### config.mk
export PLATFORM = sky130hd
export DESIGN_NAME = filename_escape_encoder
export DESIGN_NICKNAME = d
export VERILOG_FILES = /design/src/hw/rtl/fesc_pkg.sv /design/src/hw/rtl/fesc_front.sv /design/src/hw/rtl/fesc_queue.sv /design/src/hw/rtl/fesc_back.sv /design/src/hw/rtl/filename_escape_encoder.sv
export SDC_FILE = /design/constraint.sdc
export NUM_CORES = 1
export LEC_CHECK = 0
export BUFFER_PORTS_ARGS = -buffer_cell sky130_fd_sc_hd__buf_2
export CAP_MARGIN = 20
export CORE_MARGIN = 2
export CORE_UTILIZATION = 61
export CTS_CLUSTER_DIAMETER = 200
export DETAILED_ROUTE_END_ITERATION = 12
export PLACE_DENSITY = 0.85
export RECOVER_POWER = 25
export SLEW_MARGIN = 15
export SYNTH_ARGS = -nofsm -noshare
export SYNTH_HDL_FRONTEND = slang
export SYNTH_SLANG_ARGS = --single-unit
### constraint.sdc
create_clock -name clk -period 5 [get_ports clk]
set_clock_uncertainty 0.05 [all_clocks]
set_input_delay 0.5 -clock clk [delete_from_list [all_inputs] [get_ports clk]]
set_output_delay 0.5 -clock clk [all_outputs]
set_load 0.1 [all_outputs]
### src/hw/rtl/fesc_pkg.sv
`timescale 1ns / 1ps
// Shared types, codes and helper functions for the filename escape encoder.
// Used by fesc_front, fesc_queue, fesc_back and filename_escape_encoder.
package fesc_pkg;

	typedef logic [2:0] fesc_kind_t;

	localparam fesc_kind_t KIND_ABSORB = 3'd0;
	localparam fesc_kind_t KIND_PLAIN  = 3'd1;
	localparam fesc_kind_t KIND_UNDER  = 3'd2;
	localparam fesc_kind_t KIND_BYTE   = 3'd3;
	localparam fesc_kind_t KIND_WIDE   = 3'd4;

	typedef logic [1:0] fesc_status_t;

	localparam fesc_status_t STATUS_BUSY   = 2'd0;
	localparam fesc_status_t STATUS_OK     = 2'd1;
	localparam fesc_status_t STATUS_REJECT = 2'd2;

	localparam logic [6:0] CH_NUL   = 7'h00;
	localparam logic [6:0] CH_UNDER = 7'h5f;
	localparam logic [6:0] CH_X     = 7'h78;
	localparam logic [6:0] CH_U     = 7'h75;
	localparam logic [6:0] CH_DASH  = 7'h2d;

	typedef struct packed {
		fesc_kind_t   kind;
		logic [15:0]  unit;
		logic         done;
		fesc_status_t status;
	} fesc_job_t;

	function automatic logic [2:0] kind_len(input fesc_kind_t kind);
		logic [2:0] n;
		unique case (kind)
			KIND_UNDER: n = 3'd2;
			KIND_BYTE:  n = 3'd4;
			KIND_WIDE:  n = 3'd6;
			default:    n = 3'd1;
		endcase
		return n;
	endfunction

	function automatic logic [6:0] hex_char(input logic [3:0] nib);
		logic [6:0] c;
		if (nib < 4'd10) begin
			c = 7'h30 + {3'b000, nib};
		end else begin
			c = 7'h57 + {3'b000, nib};
		end
		return c;
	endfunction

endpackage

### src/hw/rtl/fesc_front.sv
`timescale 1ns / 1ps
// Front end: accepts code units, keeps the length counters and the reject flag,
// and turns each unit into an escape job. Depends on fesc_pkg.
module fesc_front #(
	parameter int MAX_LEN = 255
) (
	input  logic                clk,
	input  logic                arst_n,
	input  logic                cfg_wr_en,
	input  logic [7:0]          cfg_wr_data,
	input  logic                in_valid,
	input  logic [15:0]         in_unit,
	input  logic                in_last,
	input  logic                in_empty,
	input  logic                job_ready,
	output logic                job_valid,
	output fesc_pkg::fesc_job_t job
);
	import fesc_pkg::*;

	localparam int ICW = $clog2(MAX_LEN + 2);
	localparam int OCW = $clog2(MAX_LEN + 7);
	localparam int SW  = $clog2(MAX_LEN + 7 + 256);

	logic [7:0]     suffix_q;
	logic [ICW-1:0] in_count_q;
	logic [OCW-1:0] out_count_q;
	logic           rejected_q;

	logic [ICW-1:0] in_next;
	logic [OCW-1:0] out_next;
	logic [SW-1:0]  total;
	logic           rej;
	logic           rej_final;
	logic           done;
	fesc_kind_t     kind;
	logic           accept;

	assign job_valid = in_valid;
	assign accept    = in_valid & job_ready;

	always_comb begin
		in_next  = in_count_q;
		out_next = out_count_q;
		rej      = rejected_q;
		kind     = KIND_ABSORB;
		done     = 1'b1;
		if (in_empty) begin
			if (in_count_q == '0) begin
				rej = 1'b1;
			end
		end else begin
			if (in_count_q <= ICW'(MAX_LEN)) begin
				in_next = in_count_q + 1'b1;
			end
			if (in_next > ICW'(MAX_LEN)) begin
				rej = 1'b1;
			end
			if (out_count_q >= OCW'(MAX_LEN)) begin
				rej = 1'b1;
			end
			if (!rej) begin
				if ((in_unit >= 16'h0030 && in_unit <= 16'h0039) ||
				    (in_unit >= 16'h0061 && in_unit <= 16'h007a) ||
				    in_unit == {9'd0, CH_DASH}) begin
					kind = KIND_PLAIN;
				end else if (in_unit == {9'd0, CH_UNDER}) begin
					kind = KIND_UNDER;
				end else if (in_unit <= 16'h00ff) begin
					kind = KIND_BYTE;
				end else begin
					kind = KIND_WIDE;
				end
				out_next = out_count_q + OCW'(kind_len(kind));
			end
			done = in_last;
		end
		total     = SW'(out_next) + SW'(suffix_q);
		rej_final = rej | (done & (total > SW'(MAX_LEN)));
	end

	always_comb begin
		job.kind   = kind;
		job.unit   = in_unit;
		job.done   = done;
		job.status = done ? (rej_final ? STATUS_REJECT : STATUS_OK) : STATUS_BUSY;
	end

	always_ff @(posedge clk or negedge arst_n) begin
		if (!arst_n) begin
			suffix_q    <= '0;
			in_count_q  <= '0;
			out_count_q <= '0;
			rejected_q  <= 1'b0;
		end else begin
			if (cfg_wr_en) begin
				suffix_q <= cfg_wr_data;
			end
			if (accept) begin
				if (done) begin
					in_count_q  <= '0;
					out_count_q <= '0;
					rejected_q  <= 1'b0;
				end else begin
					in_count_q  <= in_next;
					out_count_q <= out_next;
					rejected_q  <= rej;
				end
			end
		end
	end

endmodule

### src/hw/rtl/fesc_queue.sv
`timescale 1ns / 1ps
// Short job queue between the front end and the back end.
// Depends on fesc_pkg for the job type.
module fesc_queue #(
	parameter int DEPTH = 4
) (
	input  logic                clk,
	input  logic                arst_n,
	input  logic                push_valid,
	output logic                push_ready,
	input  fesc_pkg::fesc_job_t push_job,
	output logic                pop_valid,
	input  logic                pop,
	output fesc_pkg::fesc_job_t pop_job
);
	import fesc_pkg::*;

	localparam int PW = (DEPTH > 1) ? $clog2(DEPTH) : 1;
	localparam int CW = $clog2(DEPTH + 1);

	fesc_job_t      store_q [DEPTH];
	logic [PW-1:0]  wr_ptr_q;
	logic [PW-1:0]  rd_ptr_q;
	logic [CW-1:0]  count_q;
	logic           do_push;
	logic           do_pop;

	assign push_ready = (count_q != CW'(DEPTH));
	assign pop_valid  = (count_q != '0);
	assign pop_job    = store_q[rd_ptr_q];
	assign do_push    = push_valid & push_ready;
	assign do_pop     = pop & pop_valid;

	always_ff @(posedge clk) begin
		if (do_push) begin
			store_q[wr_ptr_q] <= push_job;
		end
	end

	always_ff @(posedge clk or negedge arst_n) begin
		if (!arst_n) begin
			wr_ptr_q <= '0;
			rd_ptr_q <= '0;
			count_q  <= '0;
		end else begin
			if (do_push) begin
				wr_ptr_q <= (wr_ptr_q == PW'(DEPTH - 1)) ? '0 : wr_ptr_q + 1'b1;
			end
			if (do_pop) begin
				rd_ptr_q <= (rd_ptr_q == PW'(DEPTH - 1)) ? '0 : rd_ptr_q + 1'b1;
			end
			if (do_push && !do_pop) begin
				count_q <= count_q + 1'b1;
			end else if (do_pop && !do_push) begin
				count_q <= count_q - 1'b1;
			end
		end
	end

endmodule

### src/hw/rtl/fesc_back.sv
`timescale 1ns / 1ps
// Back end: serializes one escape job into output characters, one per cycle
// when out_ready allows, via a registered output stage. Depends on fesc_pkg.
module fesc_back (
	input  logic                clk,
	input  logic                arst_n,
	input  logic                job_valid,
	input  fesc_pkg::fesc_job_t job,
	output logic                job_pop,
	output logic                out_valid,
	input  logic                out_ready,
	output logic [6:0]          out_char,
	output logic                out_char_valid,
	output logic                out_last_of_run,
	output logic                out_name_done,
	output logic [1:0]          out_status
);
	import fesc_pkg::*;

	logic [2:0]   idx_q;
	logic         valid_q;
	logic [6:0]   char_q;
	logic         char_valid_q;
	logic         last_q;
	logic         done_q;
	fesc_status_t status_q;

	logic [6:0]   ch;
	logic         ch_valid;
	logic         is_last;
	logic         load;

	assign load    = job_valid & (~valid_q | out_ready);
	assign is_last = (idx_q == kind_len(job.kind) - 3'd1);
	assign job_pop = load & is_last;

	always_comb begin
		ch       = CH_NUL;
		ch_valid = 1'b1;
		unique case (job.kind)
			KIND_PLAIN: ch = job.unit[6:0];
			KIND_UNDER: ch = CH_UNDER;
			KIND_BYTE: begin
				unique case (idx_q)
					3'd0:    ch = CH_UNDER;
					3'd1:    ch = CH_X;
					3'd2:    ch = hex_char(job.unit[7:4]);
					default: ch = hex_char(job.unit[3:0]);
				endcase
			end
			KIND_WIDE: begin
				unique case (idx_q)
					3'd0:    ch = CH_UNDER;
					3'd1:    ch = CH_U;
					3'd2:    ch = hex_char(job.unit[15:12]);
					3'd3:    ch = hex_char(job.unit[11:8]);
					3'd4:    ch = hex_char(job.unit[7:4]);
					default: ch = hex_char(job.unit[3:0]);
				endcase
			end
			default: begin
				ch       = CH_NUL;
				ch_valid = 1'b0;
			end
		endcase
	end

	always_ff @(posedge clk) begin
		if (load) begin
			char_q       <= ch;
			char_valid_q <= ch_valid;
			last_q       <= is_last;
			done_q       <= is_last & job.done;
			status_q     <= (is_last & job.done) ? job.status : STATUS_BUSY;
		end
	end

	always_ff @(posedge clk or negedge arst_n) begin
		if (!arst_n) begin
			idx_q   <= '0;
			valid_q <= 1'b0;
		end else begin
			if (load) begin
				idx_q   <= is_last ? 3'd0 : idx_q + 3'd1;
				valid_q <= 1'b1;
			end else if (out_ready) begin
				valid_q <= 1'b0;
			end
		end
	end

	assign out_valid       = valid_q;
	assign out_char        = char_q;
	assign out_char_valid  = char_valid_q;
	assign out_last_of_run = last_q;
	assign out_name_done   = done_q;
	assign out_status      = status_q;

endmodule

### src/hw/rtl/filename_escape_encoder.sv
`timescale 1ns / 1ps
// Filename escape encoder top level: front end, job queue and back end.
// Depends on fesc_pkg, fesc_front, fesc_queue and fesc_back.

// The block takes one UTF-16 code unit per transaction and emits the escaped
// filename one character per transaction: digits, lower-case letters and '-'
// give one character, '_' gives two, units up to 0xff give four and all others
// give six, while each unit that comes once a name is rejected gives one
// empty result, as does each empty-name mark. The front end accepts a unit
// in every cycle while the job queue (QUEUE_DEPTH entries) has room, so the
// sustained rate is set by the back end, which produces one result per cycle
// while the receiver is ready. The first result of a unit passes through the
// job queue and the back end's registered output stage before it appears.
module filename_escape_encoder #(
	parameter int MAX_LEN     = 255,
	parameter int QUEUE_DEPTH = 4
) (
	input  logic        clk,
	input  logic        arst_n,
	input  logic        cfg_wr_en,
	input  logic [7:0]  cfg_wr_data,    // suffix_length
	input  logic        s_tvalid,
	output logic        s_tready,
	input  logic [15:0] s_tdata,        // code_unit
	input  logic        s_tlast,
	input  logic [0:0]  s_tuser,        // empty_name
	output logic        m_tvalid,
	input  logic        m_tready,
	output logic [7:0]  m_tdata,        // out_char, zero pad
	output logic        m_tlast,
	output logic [3:0]  m_tuser         // char_valid, name_done, status[1:0]
);
	import fesc_pkg::*;

	fesc_job_t  front_job;
	fesc_job_t  head_job;
	logic       front_valid;
	logic       queue_ready;
	logic       head_valid;
	logic       head_pop;
	logic [6:0] out_char;
	logic       char_valid;
	logic       name_done;
	logic [1:0] status;

	fesc_front #(
		.MAX_LEN (MAX_LEN)
	) u_front (
		.clk         (clk),
		.arst_n      (arst_n),
		.cfg_wr_en   (cfg_wr_en),
		.cfg_wr_data (cfg_wr_data),
		.in_valid    (s_tvalid),
		.in_unit     (s_tdata),
		.in_last     (s_tlast),
		.in_empty    (s_tuser[0]),
		.job_ready   (queue_ready),
		.job_valid   (front_valid),
		.job         (front_job)
	);

	fesc_queue #(
		.DEPTH (QUEUE_DEPTH)
	) u_queue (
		.clk        (clk),
		.arst_n     (arst_n),
		.push_valid (front_valid),
		.push_ready (queue_ready),
		.push_job   (front_job),
		.pop_valid  (head_valid),
		.pop        (head_pop),
		.pop_job    (head_job)
	);

	fesc_back u_back (
		.clk             (clk),
		.arst_n          (arst_n),
		.job_valid       (head_valid),
		.job             (head_job),
		.job_pop         (head_pop),
		.out_valid       (m_tvalid),
		.out_ready       (m_tready),
		.out_char        (out_char),
		.out_char_valid  (char_valid),
		.out_last_of_run (m_tlast),
		.out_name_done   (name_done),
		.out_status      (status)
	);

	assign s_tready = queue_ready;
	assign m_tdata  = {1'b0, out_char};
	assign m_tuser  = {status, name_done, char_valid};

endmodule

Word level (Yosys, flattened, before mapping)
Memories as Yosys holds them, arrays and structs flattened. Index checks and enable logic that the tools add are counted.

Logic and storage cells: 131. Input port bits: 31. ROM bits: 0. Memories: 1. Bits in latches: 0. Memory bits (writable): 88. Output and inout bits: 15. Bits in registers: 50.

Memories: u_queue.store_q (depth 4, width 22, read ports 1, clocked after memory_dff 0, write ports 1, RTL line fesc_queue.sv:21) `fesc_job_t store_q [DEPTH];`.

Equality and inequality tests: 18. Add/subtract/negate cells: 17. Mux-type cells: 44. $mul: 0. Shift operators: 0. Reduce and logical (&&, ||, !) cells: 15. Order comparisons: 13. Bitwise gates (word level): 9. Divide/modulo/power cells: 0.

Operators with widths (count): $mux W9 (7); $mux W3 (12); $pmux W7 S5 (1); $add A6 B4 Y7 const A (4); $add A7 B4 Y7 const A (4); $mux W7 (4); $pmux W7 S4 (1); $pmux W7 S3 (1); $eq A3 B2 Y1 const B (6); $pmux W3 S3 (2); $eq A16 B6 Y1 const B (1); $eq A16 B7 Y1 const B (1); $ge A16 B6 Y1 const B (1); $ge A16 B7 Y1 const B (1); $le A16 B6 Y1 const B (1); $le A16 B7 Y1 const B (1); $le A16 B8 Y1 const B (1); $lt A4 B4 Y1 const B (4); $mux W1 (12); $add A9 B8 Y10 (1); $gt A10 B8 Y1 const B (1); $add A9 B1 Y9 const B (1); $add A9 B3 Y9 (1); $eq A3 B3 Y1 const B (3); 24 further kinds (44).

Logic depth before layout (Yosys ltp)
Depth in word-level cells: 22. Gate-level depth with buffers: 17.

Hierarchy
From an unflattened synthesis, not the netlist that was laid out.

Cell total of the unflattened synthesis: 565. Area total of the unflattened synthesis: 7307.0 um2.

By module, submodules not included: fesc_queue (sequential area each 2817.7 um2, cells each 152, area an instance 3651.0 um2, instances 1); fesc_front (sequential area each 675.6 um2, cells each 218, area an instance 2050.7 um2, instances 1); fesc_back (sequential area each 460.4 um2, cells each 191, area an instance 1579.0 um2, instances 1); filename_escape_encoder (sequential area each 0.0 um2, cells each 4, area an instance 26.3 um2, instances 1).

Worst setup path after synthesis
OpenSTA, ideal clock, no wires.

Path kind: input to register. Start point: in s_tdata[10]. End point: mem u_queue.store_q[0][0] (netlist name), data pin. Required time: 4.711 ns. Stages on the path: 14. Path buffers: 0. Path slack: 0.672 ns. Library setup time: 0.239 ns. Data arrival time: 4.039 ns. Cells stage by stage: or4_1 > nor2_1 > nand3b_1 > a221oi_1 > ha_1 > fa_1 > mux2_2 > fa_1 > a21o_1 > a21o_1 > a21oi_1 > o21ai_0 > and3_1 > nor4_1.

RTL lines: start: declaration (RTL line filename_escape_encoder.sv:24) `input logic [15:0] s_tdata,`; end: declaration (RTL line fesc_queue.sv:21).

==> flow_summary.json <==
{
  "p_int_w": 0.00322,
  "grt_max_degree": 39,
  "cts_setup_buffers": 0,
  "rsz0062_at_grt": "no",
  "cap_violations": 0,
  "dp_hpwl_mm": 10.1,
  "hold_slack_ns": 0.162,
  "place_congestion": 0.912,
  "cts_hold_buffers": 0,
  "end_kind": "flop",
  "synth_enable_flop_cells": 100,
  "p_clk_share_pct": 25.9,
  "power.switching_w": 0.00211,
  "async_flop_share_pct": 27.5,
  "fin_nets": 647,
  "grt_use_total_pct": 26.0,
  "fin_crit_sh_pct": 90.0,
  "dieHeight_um": 111,
  "clock_sinks": 138,
  "reg2reg_to": "u_queue.store_q[3][0]",
  "rows": 39,
  "clk_pin_slew_ns": 0.05,
  "insertion_delay_ns": 0.42,
  "antenna_found_initial": 1,
  "ys_top_cells_by_area": "edfxtp_1 43%, dfrtp_1 14%, ha_1 5.0%",
  "antenna_left": 0,
  "p_sw_share_pct": 39.5,
  "synth_common_cells": "100 x edfxtp_1, 38 x dfrtp_1, 37 x nor2_1",
  "die_area_mm2": 0.0124,
  "cts_buffers": 17,
  "antenna_cells": 0,
  "syn-cell-area_mm2": 0.00704,
  "crit_arrival_ns": 4.62,
  "first_pass_iters": 7,
  "crit_path_end": "u_queue.store_q[3][0]",
  "synthFlopType": "edfxtp_1",
  "areaGrowthSynthToFinish_pct": 13.7,
  "power.share.combinational_pct": 42.1,
  "yosysWarnings": 0,
  "criticalPathCategory": "primary input to flop",
  "cts_root_buf": "clkbuf_16",
  "setup_viol": 0,
  "cts_buffer_depth": 2,
  "leakage_nw": 3.15,
  "drc": 0,
  "yosys_register_bits": 138,
  "startpoint_type": "primary input",
  "hold_viol_final": 0,
  "maxSlewViolCount": 0,
  "syn_inst": 534,
  "viasPerCell": 6.47,
  "peakVddDrop_uv": 583,
  "p_per_area_mw_per_mm2": 665,
  "r2r_slack_ns": 1.03,
  "cp.required_ns": 5.12,
  "startpoint": "s_tdata[10]",
  "syn_avg_cell_area_um2": 13.2,
  "yosysTopAreaCell": "edfxtp_1",
  "dr_total_vias": 4795,
  "grt_overflow": 0,
  "rr_startpoint": "u_front.in_count_q[0]",
  "grt_pass1_wl_mm": 25.0,
  "grt_pass1_vias": 4918,
  "wl_mm": 15.3,
  "synth_most_common_cell": "edfxtp_1",
  "mappedNetlistNets": 596,
  "fin_tns_setup_ns": 0,
  "synth_top_area_share_pct": 42.7,
  "start_util_pct": 62.2,
  "outcome": "finished, final reports clean",
  "num_io_pins": 46,
  "cts_resized": 0,
  "synth_cell_types": 76,
  "die_x_um": 111,
  "slew_headroom_pct": 39.1,
  "p_seq_share_pct": 32.1,
  "cts_tree": "yes",
  "rr_worst_depth": 12,
  "period_minus_slack_ns": 4.50,
  "dr.first_iter.drc_count": 481,
  "core_area_mm2": 0.0113,
  "worst-path-max-fanout": 5,
  "htreeDepth": 4,
  "drive_gt1_share_pct": 18.7,
  "port-buffer-count": 44,
  "max_freq_ghz": 0.222,
  "wl_per_cell_um": 20.6,
  "ys_seq_area_share_pct": 56.2,
  "tightest_slew_ns": 0.914,
  "holdCritPathClass": "primary input to asynchronous set/reset pin"
}
[logic make-up after synthesis]
kind of cell               after synthesis  synth area share, %
and+or+nand+nor                        148                 11.5
xor gates and xnor gates                20                 2.49
DFF                                    138                 56.2
muxes                                   33                 8.78
buffers and inverters                   44                 3.43
AOI/OAI and AO/OA                      119                 11.8
other                                    1               0.0533
adders and majority gates               31                 5.83
[worst max-delay path, stage by stage]
cell and delay (ns):
clkbuf_1 0.11, or4_1 0.59, nor2_1 0.35, nand3b_1 0.12, a221oi_1 0.37, ha_1 0.27
fa_1 0.41, mux2_2 0.31, fa_1 0.41, a21o_1 0.17, a21o_1 0.19, a21oi_1 0.13
o21ai_0 0.09, and3_1 0.19, nor4_2 0.41
[power by group through the flow]
stage	sequential [W]	clock [W]	combinational (W)
2_1_floorplan	0.00198	0	0.00150
3_3_place_gp	0.00170	0	0.00211
3_5_place_dp	0.00172	0	0.00217
4_1_cts	0.00171	0.00139	0.00220
5_1_grt	0.00174	0.00144	0.00243
6_report	0.00171	0.00138	0.00224
[flip-flops by register name, summed over array words and instances, names as in the netlist, 3 cells and up]
signal               count
u_back.idx_q             3
u_back.out_char          7
u_front.in_count_q       9
u_front.out_count_q      9
u_front.suffix_q         8
u_queue.count_q          3
u_queue.store_q         88
[layout make-up]
type	count	area, um2
multi-input cells	352	2850
fillers	719	3310
repair buffers	51	274
clock inverters	11	194
well taps	143	179
clock buffers	21	460
flip-flops and latches	138	3950
inverters	25	93.8
[through the flow]
| stage | util, % | cells | setup WS (ns) | instance area (um2) | total power (W) |
|---|---|---|---|---|---|
| final | 70.7 | 741 | 0.498 | 8010 | 0.00533 |
| after detailed placement | 64.8 | 707 | 0.0254 | 7340 | 0.00390 |
| after global placement | 64.7 | 706 | 0.311 | 7320 | 0.00382 |
| after CTS | 70.6 | 739 | 0.385 | 7990 | 0.00531 |
| after floorplan | - | 534 | 0.672 | 7040 | 0.00348 |
| after global routing | 70.7 | 741 | 0.205 | 8010 | 0.00560 |
[placed cells by master, fill, tap and decap left out, types with 4 or more instances in the layout]
cell / netlist / layout
a21oi_1: 25 / 25
nand3_1: 8 / 8
mux2_2: 11 / 11
nor2_1: 37 / 37
buf_2: 1 / 27
buf_4: 4 / 4
clkinvlp_4: 0 / 4
o211ai_1: 6 / 6
nor3_1: 9 / 9
inv_1: 24 / 24
mux4_2: 15 / 15
a21o_1: 10 / 10
nor4b_1: 4 / 4
xor2_1: 9 / 9
xnor2_1: 11 / 11
clkbuf_16: 0 / 17
bufinv_16: 0 / 5
a21boi_0: 4 / 4
edfxtp_1: 100 / 100
a22o_1: 11 / 11
o21ai_1: 4 / 4
ha_1: 28 / 28
and4b_1: 4 / 4
mux4_1: 5 / 5
nor4_1: 5 / 4
and3_1: 10 / 9
nand2b_1: 5 / 5
clkbuf_1: 7 / 19
dfrtp_1: 38 / 38
nand4_1: 7 / 7
nand2_1: 34 / 34
o21ai_0: 23 / 23
[per-layer routing]
metal  vias up  GRT usage, %  part of all wire (%)
met4         0          11.7                   2.9
met3        44          7.02                   7.6
li1       2156             -                     -
met5         -             0                     0
met2       217          42.1                    50
met1      2378          33.2                    39
[worst min-delay path by stage]
stage	endpoint	depth (start not counted)	start
6_report	u_back.idx_q[1]	1	arst_n
5_1_grt	u_back.idx_q[1]	1	arst_n
4_1_cts	u_queue.count_q[2]	1	arst_n
3_5_place_dp	u_queue.count_q[2]	1	u_queue.count_q[2]
3_3_place_gp	u_back.out_valid	2	u_back.out_valid
2_1_floorplan	u_back.idx_q[0]	0	arst_n
Power figures use the tool's default switching activity.
